$ cat src/rtl/core/kmcs_pkg.sv
// Shared types, codes and constants of the kinetic Monte Carlo event table.
`timescale 1ns / 1ps

package kmcs_pkg;

  // Default table depth.
  localparam int unsigned DEPTH_DEF = 1024;

  // Number of values per class index and width of the running rate total.
  localparam int unsigned NCLASS  = 5;
  localparam int unsigned RATE_TW = 42;

  // Operation codes carried in the input tuser.
  typedef enum logic [1:0] {
    FN_ADD = 2'd0,
    FN_RMI = 2'd1,
    FN_RNB = 2'd2,
    FN_SEL = 2'd3
  } func_t;

  // Result status codes.
  typedef enum logic [1:0] {
    ST_OK   = 2'd0,
    ST_FULL = 2'd1,
    ST_BAD  = 2'd2
  } status_t;

  // One stored event, 64 bits.
  typedef struct packed {
    logic [1:0]  atype;
    logic [5:0]  fr;
    logic [5:0]  fc;
    logic [5:0]  tr;
    logic [5:0]  tc;
    logic [2:0]  ci;
    logic [2:0]  cj;
    logic [31:0] rate;
  } entry_t;

  // Request to step one class counter up or down.
  typedef struct packed {
    logic       en;
    logic       up;
    logic [2:0] ci;
    logic [2:0] cj;
  } tally_req_t;

endpackage

$ cat src/rtl/core/kmcs_tally.sv
// Per-class event counters with one step port and one read port.
`timescale 1ns / 1ps

module kmcs_tally import kmcs_pkg::*; #(
  parameter int unsigned DEPTH = DEPTH_DEF
) (
  input  logic                       clk,
  input  logic                       rst,
  input  tally_req_t                 req,
  input  logic [2:0]                 rd_ci,
  input  logic [2:0]                 rd_cj,
  output logic [$clog2(DEPTH+1)-1:0] count
);

  localparam int unsigned CW = $clog2(DEPTH + 1);
  localparam int unsigned NC = NCLASS * NCLASS;
  localparam int unsigned IW = $clog2(NC);

  logic [CW-1:0] cnt [NC];
  logic          req_ok;
  logic [IW-1:0] req_idx;
  logic          rd_ok;
  logic [IW-1:0] rd_idx;

  // Only classes inside the five by five grid are counted.
  always_comb begin
    req_ok  = (req.ci < 3'(NCLASS)) && (req.cj < 3'(NCLASS));
    req_idx = IW'(req.ci) * IW'(NCLASS) + IW'(req.cj);
    rd_ok   = (rd_ci < 3'(NCLASS)) && (rd_cj < 3'(NCLASS));
    rd_idx  = IW'(rd_ci) * IW'(NCLASS) + IW'(rd_cj);
    count   = rd_ok ? cnt[rd_idx] : '0;
  end

  // Counter update.
  always_ff @(posedge clk) begin
    if (rst) begin
      for (int k = 0; k < NC; k++) cnt[k] <= '0;
    end else if (req.en && req_ok) begin
      if (req.up) cnt[req_idx] <= cnt[req_idx] + CW'(1);
      else        cnt[req_idx] <= cnt[req_idx] - CW'(1);
    end
  end

endmodule

$ cat config.mk
export PLATFORM = sky130hd
export DESIGN_NAME = kmcs_tally
export DESIGN_NICKNAME = d
export VERILOG_FILES = /design/src/rtl/core/kmcs_pkg.sv /design/src/rtl/core/kmcs_tally.sv
export SDC_FILE = /design/constraint.sdc
export NUM_CORES = 1
export LEC_CHECK = 0
export ABC_AREA = 1
export CAP_MARGIN = 25
export CORE_ASPECT_RATIO = 0.8
export CORE_MARGIN = 2
export CORE_UTILIZATION = 40
export DETAILED_ROUTE_END_ITERATION = 8
export DONT_BUFFER_PORTS = 1
export GPL_TIMING_DRIVEN = 0
export RECOVER_POWER = 100
export SKIP_CTS_REPAIR_TIMING = 1
export SYNTH_ARGS = -nofsm -noshare
export SYNTH_HDL_FRONTEND = slang
export SYNTH_SLANG_ARGS = --single-unit
$ cat constraint.sdc
create_clock -name clk -period 4.8 [get_ports clk]
set_input_delay 0.48 -clock clk [delete_from_list [all_inputs] [get_ports clk]]
set_output_delay 0.48 -clock clk [all_outputs]
set_load 0.02 [all_outputs]
==> qor.yml, run 1 <==
drv_cap: 0
min-delay-start: "req[7]"
p_switching_uw: 5600
worst_pin_slew_ps: 1340
synthXorXnorAreaFrac: 0.00653
yosys.area_share.simple: 0.194
synth-compound-area-share: 0.160
num_vias: 19300
wl_per_cell_um: 39.0
area_delta_synth_final_pct: 17.8
die_width_um: 247
setup_viol: 32
synth_mux_area_frac: 0
rrSetupSlack_ps: 550
nFillCells: 4565
antenna_found_initial: 8
track_usage: 0.453
drc_errors: 0
synth_top_area_cell: "edfxtp_1"
ys_types: 49
grt_pass1_wl_um: 147000
drtAntennaViolNets: 0
wirelength_um: 112000
gp_congestion: 1.10
ios: 27
synth-main-ff-cell: "edfxtp_1"
cts_inserted_buffers: 40
fmax_mhz: 203
yosys_warnings: 0
avgSynthCellArea_sq_um: 9.04
syn_inst: 2099
cts.sink_count: 352
ys_top_cells_by_count: "nand2_1 (414), edfxtp_1 (352), nor2_1 (346)"
leakage_uw: 0.00848
cts_tree: "yes"
internal-power_uw: 6660
drtIter0Drc: 3652
yosys.area_share.adder: 0.0197
synth_top_area_frac: 0.557
ys_seq_elements: 352
grt_start_max_net_pins: 14
design.core.area_sq_mm: 0.0469
hold_end: "cnt[28][4]"
r2r_start: "cnt[14][0]"
seqPwrFrac: 0.306
largest_reg_flops: 352
synthArstFlopShare: 0
total_power_uw: 12300
whs_path_depth: 2
stdcell_count: 2869
drive_above_1_share: 0.143
fin_nets: 2257
grt_pass1_vias: 17300
vias_per_cell: 6.72
synth-edff-count: 352
critPathKind: "in2out"
power_frac_clock: 0.252
holdWs_ps: 708
netlist_area_sq_mm: 0.0190
clk_pin_slew_worst_paths_ps: 60
switching_share: 0.457
dpl.cell_count: 2765
clk_path_buf_depth: 3
grt_overflow: 0
die_area_sq_mm: 0.0492
h-tree-depth: 2
synth_nets: 2143
drt_first_pass_iters: 7
reg2reg_to: "cnt[24][4]"
dp_hpwl_um: 82900
start_util: 0.404
p_per_area_mw_per_mm2: 549
timing.final.ws_setup_ps: -129
rsz0062_at_grt: "true"
fin_crit_ps: 4930
cts_root_buffer: "clkbuf_16"
max_flop_register: "cnt"
vdd_drop_max_uv: 323
io_buffers: 0
synth_top_family_by_area: "simple AND/OR/NAND/NOR gates"
fin_skew_ps: 32.2
hold_violations: 0
violations: "setup timing"
hold_class: "in2reg"
ys_seq_area_frac: 0.557
period_share: 1.03
maxSlewHeadroom: 0.110
r2r_cells: 20
largest_registers: "cnt x352"
clk_latency_ps: 600
combPwrFrac: 0.443
critPathMaxFanout: 10
num_rows: 71
critPathRequiredTime_ps: 4320
ys_top_cells_by_area: "edfxtp_1 (56%), nand2_1 (8.2%), nor2_1 (6.8%)"
cp.arrival_ps: 4450
status: "finished, violations left"
slew_viol_final: 0
post-route-util: 0.476
post-synth-top-count-cell: "nand2_1"
start_kind: "input port"
die_y_um: 199
critPathCaptureType: "primary output"
## layout by cell type (no fill, tap or decap), types with 21 or more instances in the layout
cell type	n
a21oi_1	129
buf_4	54
buf_8	35
clkbuf_1	90
clkbuf_16	40
edfxtp_1	352
ha_1	21
inv_1	101
nand2_1	404
nand3_1	77
nor2_1	338
nor2_2	26
o21ai_0	118
o22ai_1	133
## worst max-delay path, cell delays in order
cell,delay [ps]
ha_1,270
clkbuf_1,210
clkinv_1,200
clkbuf_1,350
clkbuf_1,850
a21oi_1,230
o311ai_0,1020
a21oi_1,220
nor3_1,620
## per-stage QoR
stage / instance area [sq um] / setup TNS (ps) / setup WS (ps)
after floorplan: 19000 / 0 / 89.7
after global placement: 19700 / -689710 / -3110
after detailed placement: 20300 / -615170 / -2750
after CTS: 21600 / -356100 / -2160
after global routing: 22300 / -794 / -64.0
final: 22400 / -1820 / -129
## power by group through the flow
stage                     clock [uW]  combinational [uW]  sequential, uW
after floorplan                    0                2220            3770
after global placement             0                4450            3810
after detailed placement           0                4620            3810
after CTS                       3060                4630            3750
after global routing            3160                5400            3750
final                           3080                5430            3750
## cell families (layout without fill, tap and decap cells)
kind of cell	count (synthesis)	in the layout
buf+inv	291	433
xor+xnor	9	9
flops	352	352
other cells	0	8
simple gates	906	906
compound gates	513	513
fa+ha+maj	28	28
## layer usage
metal | vias to the layer above | global-route usage | routed length, um | share of wire
li1 | 7615 | - | - | -
met3 | 470 | 0.176 | 18300 | 0.16
met1 | 9243 | 0.604 | 41600 | 0.37
met5 | - | 0 | 54 | 0.00048
met2 | 1957 | 0.599 | 42500 | 0.38
met4 | 2 | 0.314 | 9460 | 0.084
## final cells by class
cell class	count	area, sq um	area share
antenna	8	20.0	0.000896
buffer	161	871	0.0390
clock buffer	44	1020	0.0455
clock inverter	26	250	0.0112
inverter	124	494	0.0221
multi-input combinational	1456	7510	0.336
sequential	352	10600	0.473
tap	620	776	0.0347
timing repair buffer	78	838	0.0375
## worst max path at each step
stage,from,endpoint
2_1_floorplan,req[3],cnt[25][8]
3_3_place_gp,req[3],cnt[30][6]
3_5_place_dp,req[3],cnt[30][6]
4_1_cts,req[3],cnt[28][6]
5_1_grt,req[1],cnt[27][8]
6_report,rd_ci[0],count[5]
Note: power is estimated with default switching activity, not from simulation.
==> run 2: changes to the inputs <==
--- a/config.mk
+++ b/config.mk
@@ -9,10 +9,9 @@
 export CAP_MARGIN = 25
 export CORE_ASPECT_RATIO = 0.8
 export CORE_MARGIN = 2
-export CORE_UTILIZATION = 40
+export CORE_UTILIZATION = 45
 export DETAILED_ROUTE_END_ITERATION = 8
 export DONT_BUFFER_PORTS = 1
-export GPL_TIMING_DRIVEN = 0
 export RECOVER_POWER = 100
 export SKIP_CTS_REPAIR_TIMING = 1
 export SYNTH_ARGS = -nofsm -noshare
==> qor.yml, run 2 (synthesis gave the netlist of run 1 again) <==
critPathCaptureType: "primary output"
critPathRequiredTime_ps: 4320
startpoint: "rd_ci[0]"
gp_congestion: 0.990
largest_registers: "cnt x352"
num_vias: 17100
cts_tree: "yes"
setup.worst_path.end: "count[4]"
io_buffers: 0
ios: 27
vdd_drop_max_uv: 308
critPathBufInv: 3
grt_start_max_net_pins: 77
grt_overflow: 0
stdcell_count: 2743
start_util: 0.454
fin_crit_ps: 4630
drt_first_pass_iters: 5
drive_above_1_share: 0.116
wl_per_cell_um: 27.1
worst-path-stages: 9
grt_pass1_wl_um: 108000
drtIter0Drc: 2736
maxSlewHeadroom: -0.0829
vias_per_cell: 6.25
antenna_found_initial: 2
nFillCells: 3837
use_met2: 0.477
start_kind: "input port"
clk_latency_ps: 570
num_rows: 67
path_delay_family: "buffers and inverters"
cts.sink_count: 352
design.core.area_sq_mm: 0.0417
rsz0062_at_grt: "false"
cp_slowest_stage_delay_ps: 1190
cp.arrival_ps: 4150
critPathKind: "in2out"
cp_slowest_cell: "inv_2"
fmax_mhz: 216
fin_skew_ps: 23.7
wirelength_um: 74400
top_usage_layer: "met1"
reg2reg_to: "cnt[13][6]"
final_cell_mix: "nand2_1 (415), nor2_1 (357), edfxtp_1 (352)"
clk_pin_slew_worst_paths_ps: 60
drtAntennaViolNets: 0
cts_root_buffer: "clkbuf_16"
dp_hpwl_um: 49700
n_antenna_cell: 0
fin_nets: 2208
leakage_uw: 0.00846
die_width_um: 234
p_per_area_mw_per_mm2: 506
status: "finished, violations left"
slew_viol_final: 77
r2r_start: "cnt[21][5]"
max_flop_register: "cnt"
dpl.cell_count: 2675
met1_usage: 0.492
grtUsageMet3: 0.0947
period_share: 0.965
tns_ps: 0
track_usage: 0.338
hold_class: "in2reg"
r2r_cells: 14
critPathMaxFanout: 76
largest_reg_flops: 352
hold_violations: 0
area_delta_synth_final_pct: 14.1
setup_viol: 0
final_common_cell: "nand2_1"
cts_inserted_buffers: 39
violations: "capacitance limit, slew limit"
drv_cap: 1
h-tree-depth: 2
die_area_sq_mm: 0.0438
worst_pin_slew_ps: 1620
rrSetupSlack_ps: 1270
die_y_um: 188
timing.final.ws_setup_ps: 167
path_cells: "ha_4 > inv_2 > clkbuf_1 > a21oi_1 > o211ai_1 > o311ai_0 > a21oi_1 > nor3_1 > clkbuf_1"
grt_pass1_vias: 15900
preCtsSetupSlack_ps: -370
clk_path_buf_depth: 3
drc_errors: 0
-- run 2: worst min-delay path by stage --
stage,startpoint,to,slack (ps),cells past startpoint
after floorplan,cnt[26][0],cnt[10][0],1010,9
after global placement,req[7],cnt[28][10],1120,2
after detailed placement,req[7],cnt[28][10],1120,2
after CTS,req[7],cnt[28][10],550,2
after global routing,req[7],cnt[28][10],680,2
final,req[7],cnt[28][0],660,2
-- run 2: report_power, final --
group          total, uW  internal (uW)  switching (uW)
clock network       2930           1650            1280
registers           3730           3670            52.3
logic               4310           1220            3090
-- run 2: through the flow --
step,total power [uW],utilization,area [sq um],hold WS [ps]
after floorplan,5990,-,19000,1010
after global placement,8220,0.497,20800,1120
after detailed placement,8240,0.497,20800,1120
after CTS,11100,0.526,22000,554
after global routing,11300,0.519,21700,684
final,11000,0.519,21700,663
-- run 2: cell type report --
| class | instances | area [sq um] | area share |
|---|---|---|---|
| inverters | 124 | 467 | 0.0216 |
| clock inverters | 23 | 190 | 0.00878 |
| repair buffers | 191 | 1540 | 0.0710 |
| clock buffers | 45 | 998 | 0.0461 |
| multi-input cells | 1456 | 7200 | 0.333 |
| flip-flops and latches | 352 | 10600 | 0.488 |
| well taps | 552 | 691 | 0.0319 |
-- run 2: per-layer routing --
| metal | share of wire | up-vias |
|---|---|---|
| li1 | - | 7474 |
| met1 | 0.40 | 8202 |
| met2 | 0.42 | 1273 |
| met3 | 0.15 | 194 |
| met4 | 0.040 | 0 |
| met5 | 0 | - |
